[src/qafs_pkg.sv]
// Shared types and constants for the quote aware field splitter.
package qafs_pkg;

   localparam int CSR_INDEX_W = 1;
   localparam int CSR_DATA_W  = 8;

   localparam logic [CSR_INDEX_W-1:0] CSR_DELIMITER = 1'b0;
   localparam logic [CSR_INDEX_W-1:0] CSR_QUOTE     = 1'b1;

   localparam logic [7:0] DELIMITER_RESET = 8'd9;
   localparam logic [7:0] QUOTE_RESET     = 8'd34;
   localparam logic [7:0] SPACE_CHAR      = 8'h20;

   typedef struct packed {
      logic [7:0] in_byte;
      logic       line_last;
   } in_item_type;

   typedef struct packed {
      logic       char_valid;
      logic [7:0] out_char;
      logic [7:0] spaces_before;
      logic       field_end;
      logic       line_end;
      logic       space_overflow;
   } result_type;

   typedef struct packed {
      logic [7:0] delimiter_char;
      logic [7:0] quote_char;
   } csr_type;

endpackage

[src/qafs_in_stage.sv]
// Input register stage that holds one accepted item for the tokenizer.
module qafs_in_stage
   import qafs_pkg::*;
(
   input  logic        clock,
   input  logic        reset,
   input  logic        up_valid,
   output logic        up_ready,
   input  in_item_type up_item,
   output logic        down_valid,
   input  logic        down_ready,
   output in_item_type down_item
);

   logic        valid_ff, valid_in;
   in_item_type item_ff, item_in;
   logic        up_fire;

   always_comb begin
      up_ready = !valid_ff || down_ready;
      up_fire  = up_valid && up_ready;
      if (up_fire) begin
         valid_in = 1'b1;
         item_in  = up_item;
      end else begin
         valid_in = valid_ff && !down_ready;
         item_in  = item_ff;
      end
   end

   always_ff @(posedge clock) begin
      if (reset) begin
         valid_ff <= 1'b0;
      end else begin
         valid_ff <= valid_in;
      end
      item_ff <= item_in;
   end

   assign down_valid = valid_ff;
   assign down_item  = item_ff;

endmodule

[src/qafs_tokenizer.sv]
// Field state, per-character decision logic and the result register.
module qafs_tokenizer
   import qafs_pkg::*;
#(
   parameter int SPACE_COUNT_BITS = 8
)
(
   input  logic        clock,
   input  logic        reset,
   input  csr_type     csr,
   input  logic        in_valid,
   output logic        in_ready,
   input  in_item_type in_item,
   output logic        out_valid,
   input  logic        out_ready,
   output result_type  out_result
);

   localparam int CNT_W = (SPACE_COUNT_BITS > 8) ? 8 : SPACE_COUNT_BITS;
   localparam logic [CNT_W-1:0] SPACE_LIMIT = {CNT_W{1'b1}};

   logic             in_quotes_ff, in_quotes_in;
   logic             has_content_ff, has_content_in;
   logic [CNT_W-1:0] held_ff, held_in;
   logic             held_ovf_ff, held_ovf_in;
   logic             out_valid_ff, out_valid_in;
   result_type       result_ff, result_in, calc;
   logic             advance;
   logic             quotes_next;

   always_comb begin
      in_ready = !out_valid_ff || out_ready;
      advance  = in_valid && in_ready;

      quotes_next    = in_quotes_ff ^ (in_item.in_byte == csr.quote_char);
      has_content_in = has_content_ff;
      held_in        = held_ff;
      held_ovf_in    = held_ovf_ff;
      calc           = '0;
      calc.line_end  = in_item.line_last;

      if (in_item.in_byte == csr.delimiter_char && !quotes_next) begin
         calc.space_overflow = held_ovf_ff;
         calc.field_end      = has_content_ff;
         has_content_in      = 1'b0;
         held_in             = '0;
         held_ovf_in         = 1'b0;
      end else begin
         if (in_item.in_byte == SPACE_CHAR) begin
            if (has_content_ff) begin
               if (held_ff != SPACE_LIMIT) begin
                  held_in = CNT_W'(held_ff + 1'b1);
               end else begin
                  held_ovf_in = 1'b1;
               end
            end
         end else begin
            calc.char_valid    = 1'b1;
            calc.out_char      = in_item.in_byte;
            calc.spaces_before = 8'(held_ff);
            held_in            = '0;
            has_content_in     = 1'b1;
         end
         calc.space_overflow = held_ovf_in;
         calc.field_end      = in_item.line_last && has_content_in;
      end

      in_quotes_in = quotes_next;
      if (in_item.line_last) begin
         in_quotes_in   = 1'b0;
         has_content_in = 1'b0;
         held_in        = '0;
         held_ovf_in    = 1'b0;
      end

      if (advance) begin
         out_valid_in = 1'b1;
         result_in    = calc;
      end else begin
         out_valid_in = out_valid_ff && !out_ready;
         result_in    = result_ff;
      end
   end

   always_ff @(posedge clock) begin
      if (reset) begin
         in_quotes_ff   <= 1'b0;
         has_content_ff <= 1'b0;
         held_ff        <= '0;
         held_ovf_ff    <= 1'b0;
         out_valid_ff   <= 1'b0;
      end else begin
         out_valid_ff <= out_valid_in;
         if (advance) begin
            in_quotes_ff   <= in_quotes_in;
            has_content_ff <= has_content_in;
            held_ff        <= held_in;
            held_ovf_ff    <= held_ovf_in;
         end
      end
      result_ff <= result_in;
   end

   assign out_valid  = out_valid_ff;
   assign out_result = result_ff;

endmodule

[src/quote_aware_field_splitter_unit.sv]
// Top level of the quote aware field splitter: ports, registers and stage wiring.
//
// The req channel carries one character of a text line per item, with tlast set
// on the character that ends the line. The rsp channel returns exactly one
// result item per input item, in order: the content character with the count of
// inner spaces to insert before it, a field end flag when a non-empty field
// closes, a space overflow flag and a copy of the line end in tlast.
// The csr port writes the delimiter (index 0) and the quote character (index 1);
// the user writes it only while the block is idle; the block does not enforce it.
// An accepted item sits in the input register, is then decided and loaded into
// the result register and leaves on rsp from there. One item is accepted every
// cycle while rsp does not stall; the tokenizer's field state is updated in
// the same cycle its result is registered, so consecutive characters flow back
// to back.
// When the receiver stalls, the result register holds its item. req_tready
// follows rsp_tready through both stages, so the input stops in the same cycle
// unless the input register is empty, in which case it takes one more item first.
// Reset clears the quoted flag, the field state and both stage valids, and
// loads the delimiter with a tab and the quote with a double quote.
module quote_aware_field_splitter_unit
   import qafs_pkg::*;
#(
   parameter int SPACE_COUNT_BITS = 8
)
(
   input  logic                   clock,
   input  logic                   reset,
   input  logic                   req_tvalid,
   output logic                   req_tready,
   input  logic [7:0]             req_tdata,  // [7:0] in_byte
   input  logic                   req_tlast,
   output logic                   rsp_tvalid,
   input  logic                   rsp_tready,
   output logic [15:0]            rsp_tdata,  // [7:0] out_char, [15:8] spaces_before
   output logic [2:0]             rsp_tuser,  // [0] char_valid, [1] field_end,
                                              // [2] space_overflow
   output logic                   rsp_tlast,
   input  logic                   csr_we,
   input  logic [CSR_INDEX_W-1:0] csr_index,
   input  logic [CSR_DATA_W-1:0]  csr_wdata
);

   csr_type     csr_ff, csr_in;
   in_item_type up_item, stage_item;
   logic        stage_valid, stage_ready;
   result_type  result;

   always_comb begin
      csr_in = csr_ff;
      if (csr_we) begin
         unique case (csr_index)
            CSR_DELIMITER: csr_in.delimiter_char = csr_wdata;
            CSR_QUOTE:     csr_in.quote_char     = csr_wdata;
            default:       csr_in = csr_ff;
         endcase
      end
   end

   always_ff @(posedge clock) begin
      if (reset) begin
         csr_ff.delimiter_char <= DELIMITER_RESET;
         csr_ff.quote_char     <= QUOTE_RESET;
      end else begin
         csr_ff <= csr_in;
      end
   end

   assign up_item.in_byte   = req_tdata;
   assign up_item.line_last = req_tlast;

   qafs_in_stage u_in_stage (
      .clock      (clock),
      .reset      (reset),
      .up_valid   (req_tvalid),
      .up_ready   (req_tready),
      .up_item    (up_item),
      .down_valid (stage_valid),
      .down_ready (stage_ready),
      .down_item  (stage_item)
   );

   qafs_tokenizer #(
      .SPACE_COUNT_BITS (SPACE_COUNT_BITS)
   ) u_tokenizer (
      .clock      (clock),
      .reset      (reset),
      .csr        (csr_ff),
      .in_valid   (stage_valid),
      .in_ready   (stage_ready),
      .in_item    (stage_item),
      .out_valid  (rsp_tvalid),
      .out_ready  (rsp_tready),
      .out_result (result)
   );

   assign rsp_tdata = {result.spaces_before, result.out_char};
   assign rsp_tuser = {result.space_overflow, result.field_end, result.char_valid};
   assign rsp_tlast = result.line_end;

endmodule

[config.mk]
export PLATFORM = sky130hd
export DESIGN_NAME = quote_aware_field_splitter_unit
export DESIGN_NICKNAME = d
export VERILOG_FILES = /design/src/qafs_pkg.sv /design/src/qafs_in_stage.sv /design/src/qafs_tokenizer.sv /design/src/quote_aware_field_splitter_unit.sv
export SDC_FILE = /design/constraint.sdc
export NUM_CORES = 1
export LEC_CHECK = 0
export ABC_AREA = 1
export BUFFER_PORTS_ARGS = -buffer_cell sky130_fd_sc_hd__buf_2
export CORE_ASPECT_RATIO = 0.75
export CORE_MARGIN = 2
export CORE_UTILIZATION = 43
export CTS_CLUSTER_SIZE = 28
export DETAILED_ROUTE_END_ITERATION = 7
export MAX_ROUTING_LAYER = met4
export PLACE_DENSITY = 0.78
export SLEW_MARGIN = 20
export SYNTH_ARGS = -nofsm -noshare
export SYNTH_HDL_FRONTEND = slang
export SYNTH_HIERARCHICAL = 1
export SYNTH_SLANG_ARGS = --single-unit
[constraint.sdc]
create_clock -name clock -period 1.8 [get_ports clock]
set_clock_uncertainty 0.05 [all_clocks]
set_input_delay 0.45 -clock clock [delete_from_list [all_inputs] [get_ports clock]]
set_output_delay 0.45 -clock clock [all_outputs]
set_load 0.02 [all_outputs]
Word-level counts from Yosys, hierarchy flattened
Index checks and enable logic that the tools add are counted.

Reductions and logical operators: 17. Add/subtract/negate cells: 1. Mux-type cells: 20. Bitwise gates (word level): 2. Equality and inequality tests: 6.

Operators by type and width (number): two-way mux 8 bit (5); two-way mux 17 bit (1); equality test 8 bit (2); two-way mux 1 bit (14); adder 8 x 1 -> 8 bit, second input constant (1); equality test 8 x 6 -> 1 bit, second input constant (1); != test 8 bit, second input constant (1); logical AND 1 bit (6); zero test 1 bit (5); != test 4 x 2 -> 1 bit, second input constant (1); != test 4 x 3 -> 1 bit, second input constant (1); AND reduction 2 bit (2); AND reduction 3 bit (1); logical OR 1 bit (2); OR reduction 2 bit (1); inverter 1 bit (1); XOR 1 bit (1).

Output and inout bits: 22. Bits of input ports: 23. Flip-flop bits (word level): 58. Logic and storage cells: 62.

Depth between registers and ports, before layout
Depth after elaboration: 7. Depth in mapped cells: 15. Depth with buffers taken out: 14.

Cells and area by module
Netlist, hierarchy kept.

Modules (own cells, without submodules): qafs_tokenizer (instances 1, area an instance 1740.4 um^2, sequential area each 840.8 um^2, cells each 205); quote_aware_field_splitter_unit (instances 1, area an instance 618.1 um^2, sequential area each 320.3 um^2, cells each 85); qafs_in_stage (instances 1, area an instance 317.8 um^2, sequential area each 290.3 um^2, cells each 15).

Least setup slack after synthesis
No wires, ideal clock.

Path type: input port to flip-flop. Start point: input rsp_tready. End point: register u_tokenizer.held_ff[7]. Slack: -0.112 ns. Stages on the path: 9. Path buffers: 1. Required time: 1.636 ns. Library setup time: 0.114 ns. Arrival time: 1.749 ns. Cells stage by stage: inv_1 -> nand2_1 -> nand2_1 -> clkinv_1 -> nand2_4 -> buf_8 -> nand2_2 -> nand2_1 -> nor2_1.

Cells in the longest elaborated chain, start to end: 3.

RTL lines: from (decl) (line quote_aware_field_splitter_unit.sv:33) `input logic rsp_tready,`; logical OR 1 bit (line qafs_tokenizer.sv:32) `in_ready = !out_valid_ff || out_ready;`; net stage_ready (line quote_aware_field_splitter_unit.sv:45) `logic stage_valid, stage_ready;`; logical AND 1 bit (line qafs_tokenizer.sv:33) `advance = in_valid && in_ready;`; net u_tokenizer.advance (line qafs_tokenizer.sv:28) `logic advance;`; AND reduction 3 bit (no source line); to (signal assigned) (line qafs_tokenizer.sv:97) `held_ff <= held_in;`; to (decl) (line qafs_tokenizer.sv:24) `logic [CNT_W-1:0] held_ff, held_in;`.

The timed path passes the listed nets, and every way through them passes these cells. A chain may end at the register's enable or synchronous reset.

==> results.json <==
{
  "synth-seq-cells": 58,
  "wl_met2_um": 2780,
  "timing.slew.headroom": 0.713,
  "combPwrFrac": 0.126,
  "finalHoldViolCount": 0,
  "row_count": 24,
  "syn_nets": 329,
  "antenna_found_initial": 0,
  "die_h_um": 72.3,
  "clk_latency_ps": 340,
  "dieArea_sq_um": 6880,
  "critical_path_required_ps": 1830,
  "postSynthAreaPerCell_sq_um": 8.77,
  "top_layer": "met4",
  "p_per_area_nw_per_um2": 866,
  "clk_pin_slew_worst_paths_ps": 60,
  "syn-instance-count": 305,
  "fillers": 501,
  "numPortBuffers": 44,
  "fin_setup_tns_ps": -1230,
  "period_share": 1.04,
  "end_kind": "register",
  "worst_slew_pin_slew_ps": 428,
  "boundaryPins": 45,
  "ant_nets": 0,
  "dp_slack_ps": -76.2,
  "clkPwrFrac": 0.362,
  "hold_buffers": 0,
  "drtIter0Drc": 166,
  "cap_violations": 0,
  "initial_core_util": 0.452,
  "dp_hpwl_um": 4090,
  "leakage_uw": 0.00152,
  "slew_viol_final": 0,
  "rsz0062_at_grt": "yes",
  "overflow": 0,
  "power_switching_uw": 739,
  "ys_warn_count": 6,
  "drive_above_1_share": 0.325,
  "dr.pass1.iters": 4,
  "h-tree-depth": 3,
  "synth_largest_area_cell": "edfxtp_1",
  "cts_buffers": 9,
  "core_region_area_sq_um": 5920,
  "fmax_mhz": 534,
  "hold_class": "input pin to register",
  "grt_pass1_wl_um": 9600,
  "ys_types": 31,
  "internal_power_uw": 2230,
  "cts_tree": "yes",
  "drc_errors": 0,
  "critPathKind": "register to register",
  "cts.sinks": 58,
  "synth_area_leaders": "edfxtp_1, dfxtp_1, nor2_1, nand2_1, inv_1",
  "cts_buffer_depth": 2,
  "crit_arrival_ps": 1910,
  "failed_checks": "negative setup slack",
  "wl_per_cell_um": 12.9,
  "netlist.area_leader.share": 0.325,
  "r2r_slack_ps": -70,
  "pwr-share-seq": 0.512,
  "setup_slack_ps": -71.0,
  "finalSetupViolations": 27,
  "peakVddDrop_v": 0.000837,
  "crit_fanout": 6,
  "antenna_cells": 0,
  "swShare": 0.249,
  "dr_wl_met3_um": 393,
  "period_needed_ps": 1870,
  "grt_pass1_vias": 2100,
  "syn_area_sq_um": 2680,
  "startpoint_type": "register",
  "status": "complete, but fails checks",
  "nets": 408,
  "avgViaCountPerCell": 4.83,
  "grt_max_degree": 20,
  "dieWidth_um": 95.1,
  "wl_um": 6030,
  "seq_area_frac_synth": 0.542,
  "finalWeightedCongestion": 0.869,
  "num_vias": 2251,
  "grt_usage": 0.194,
  "clock-root-buffer": "clkbuf_8",
  "areaGrowthSynthToFinish_pct": 27.9,
  "drt-met1-wl_um": 2710
}
[through the flow]
| stage | instances | util | total power (uW) | hold WS, ps | area (sq um) |
|---|---|---|---|---|---|
| final | 466 | 0.579 | 2960 | 239 | 3420 |
| after global routing | 466 | 0.579 | 3100 | 221 | 3420 |
| after CTS | 458 | 0.563 | 2960 | 227 | 3330 |
| after detailed placement | 434 | 0.515 | 1870 | 417 | 3050 |
| after global placement | 434 | 0.515 | 1850 | 418 | 3050 |
| after floorplan | 305 | - | 1760 | 399 | 2680 |
[power by group through the flow]
stage	combinational, uW	clock [uW]	sequential, uW
after floorplan	196	0	1560
after CTS	347	1090	1520
after global placement	313	0	1540
after global routing	412	1160	1520
after detailed placement	320	0	1550
final	372	1070	1520
[kinds of logic (layout without fill, tap and decap cells)]
family                   count (synthesis)  after routing  share of synthesized area
XOR/XNOR                                16             16                     0.0524
flip-flops                              58             58                      0.542
AO/OA/AOI/OAI                           23             23                     0.0486
buffers and inverters                   47            129                     0.0729
adder cells (fa/ha/maj)                  1              1                    0.00467
AND/OR/NAND/NOR                        160            161                      0.279
[final timing paths]
check	from	end	cells past startpoint
setup / recovery	u_in_stage/down_item[3]$_DFFE_PP_	u_tokenizer/out_result[0]$_DFFE_PP_	7
hold / removal	req_tdata[3]	u_in_stage/down_item[4]$_DFFE_PP_	1
setup reg to reg	u_in_stage/down_item[3]$_DFFE_PP_	u_tokenizer/out_result[0]$_DFFE_PP_	7
hold reg to reg	u_tokenizer/held_ff[6]$_SDFFE_PP0P_	u_tokenizer/held_ff[6]$_SDFFE_PP0P_	2
[cell usage in the layout, fill, tap and decap left out, types with 5 or more instances in the layout]
master    netlist  final
a21oi_1        10      9
buf_2           2     44
buf_4           1     24
clkbuf_8        0      9
clkinv_1        1      5
dfxtp_1        29     29
edfxtp_1       29     29
inv_1          35     33
inv_2           6      8
nand2_1        52     49
nand2_2        11     13
nand3_1        17     15
nand4_1         6      6
nor2_1         58     53
nor2_2          0      5
nor3_1          6      6
o21ai_0         8      8
xnor2_1        11      9
xor2_1          5      5
[final cells by class]
| cell class | count | area [sq um] | share of cell area |
|---|---|---|---|
| inverters | 43 | 164 | 0.0479 |
| well taps | 78 | 97.6 | 0.0285 |
| clock buffers | 9 | 124 | 0.0362 |
| flip-flops and latches | 58 | 1450 | 0.424 |
| clock inverters | 6 | 48.8 | 0.0143 |
| multi-input cells | 201 | 1100 | 0.322 |
| repair buffers | 71 | 434 | 0.127 |
[cell usage after synthesis]
cell type	n
a211oi_1	1
buf_8	1
nor2_4	3
nand3_1	17
buf_2	2
o21ai_0	8
nor2_1	58
a21boi_0	1
clkinv_2	1
nor3_4	1
a21oi_1	10
dfxtp_1	29
buf_4	1
xnor2_1	11
nor4_1	2
nand2_2	11
clkinv_1	1
a21o_1	1
xor2_1	5
nand4_1	6
inv_1	35
nand3_4	1
nand2_1	52
nor3_1	6
nand3_2	1
nand2_4	2
ha_1	1
a21oi_2	1
o21ai_2	1
inv_2	6
edfxtp_1	29
[what timing repair did]
item,CTS,global route
buffers inserted,8,8
setup endpoints to repair,26,30
resized for setup,10,10
pin swaps,6,5
gates cloned,1,0
[sequential cells by signal (all words and copies together) (netlist names)]
signal,count
u_tokenizer/out_result,20
csr_ff,16
u_in_stage/down_item,9
u_tokenizer/held_ff,8
u_in_stage/down_valid,1
u_tokenizer/has_content_ff,1
u_tokenizer/held_ovf_ff,1
u_tokenizer/in_quotes_ff,1
u_tokenizer/out_valid,1
[worst max-delay path, cell delays in order, from the launching register on]
cell and delay [ps]:
edfxtp_1 470, buf_4 190, xnor2_2 140, nand4_1 130
nor2_2 200, nand2_4 120, buf_4 150, a21o_1 160
[metal layers]
| layer | GRT usage | up-vias |
|---|---|---|
| li1 | - | 1136 |
| met1 | 0.240 | 1022 |
| met2 | 0.299 | 80 |
| met3 | 0.0602 | 13 |
| met4 | 0.0757 | 0 |
| met5 | - | - |
Note: power is estimated with default switching activity, not from simulation.
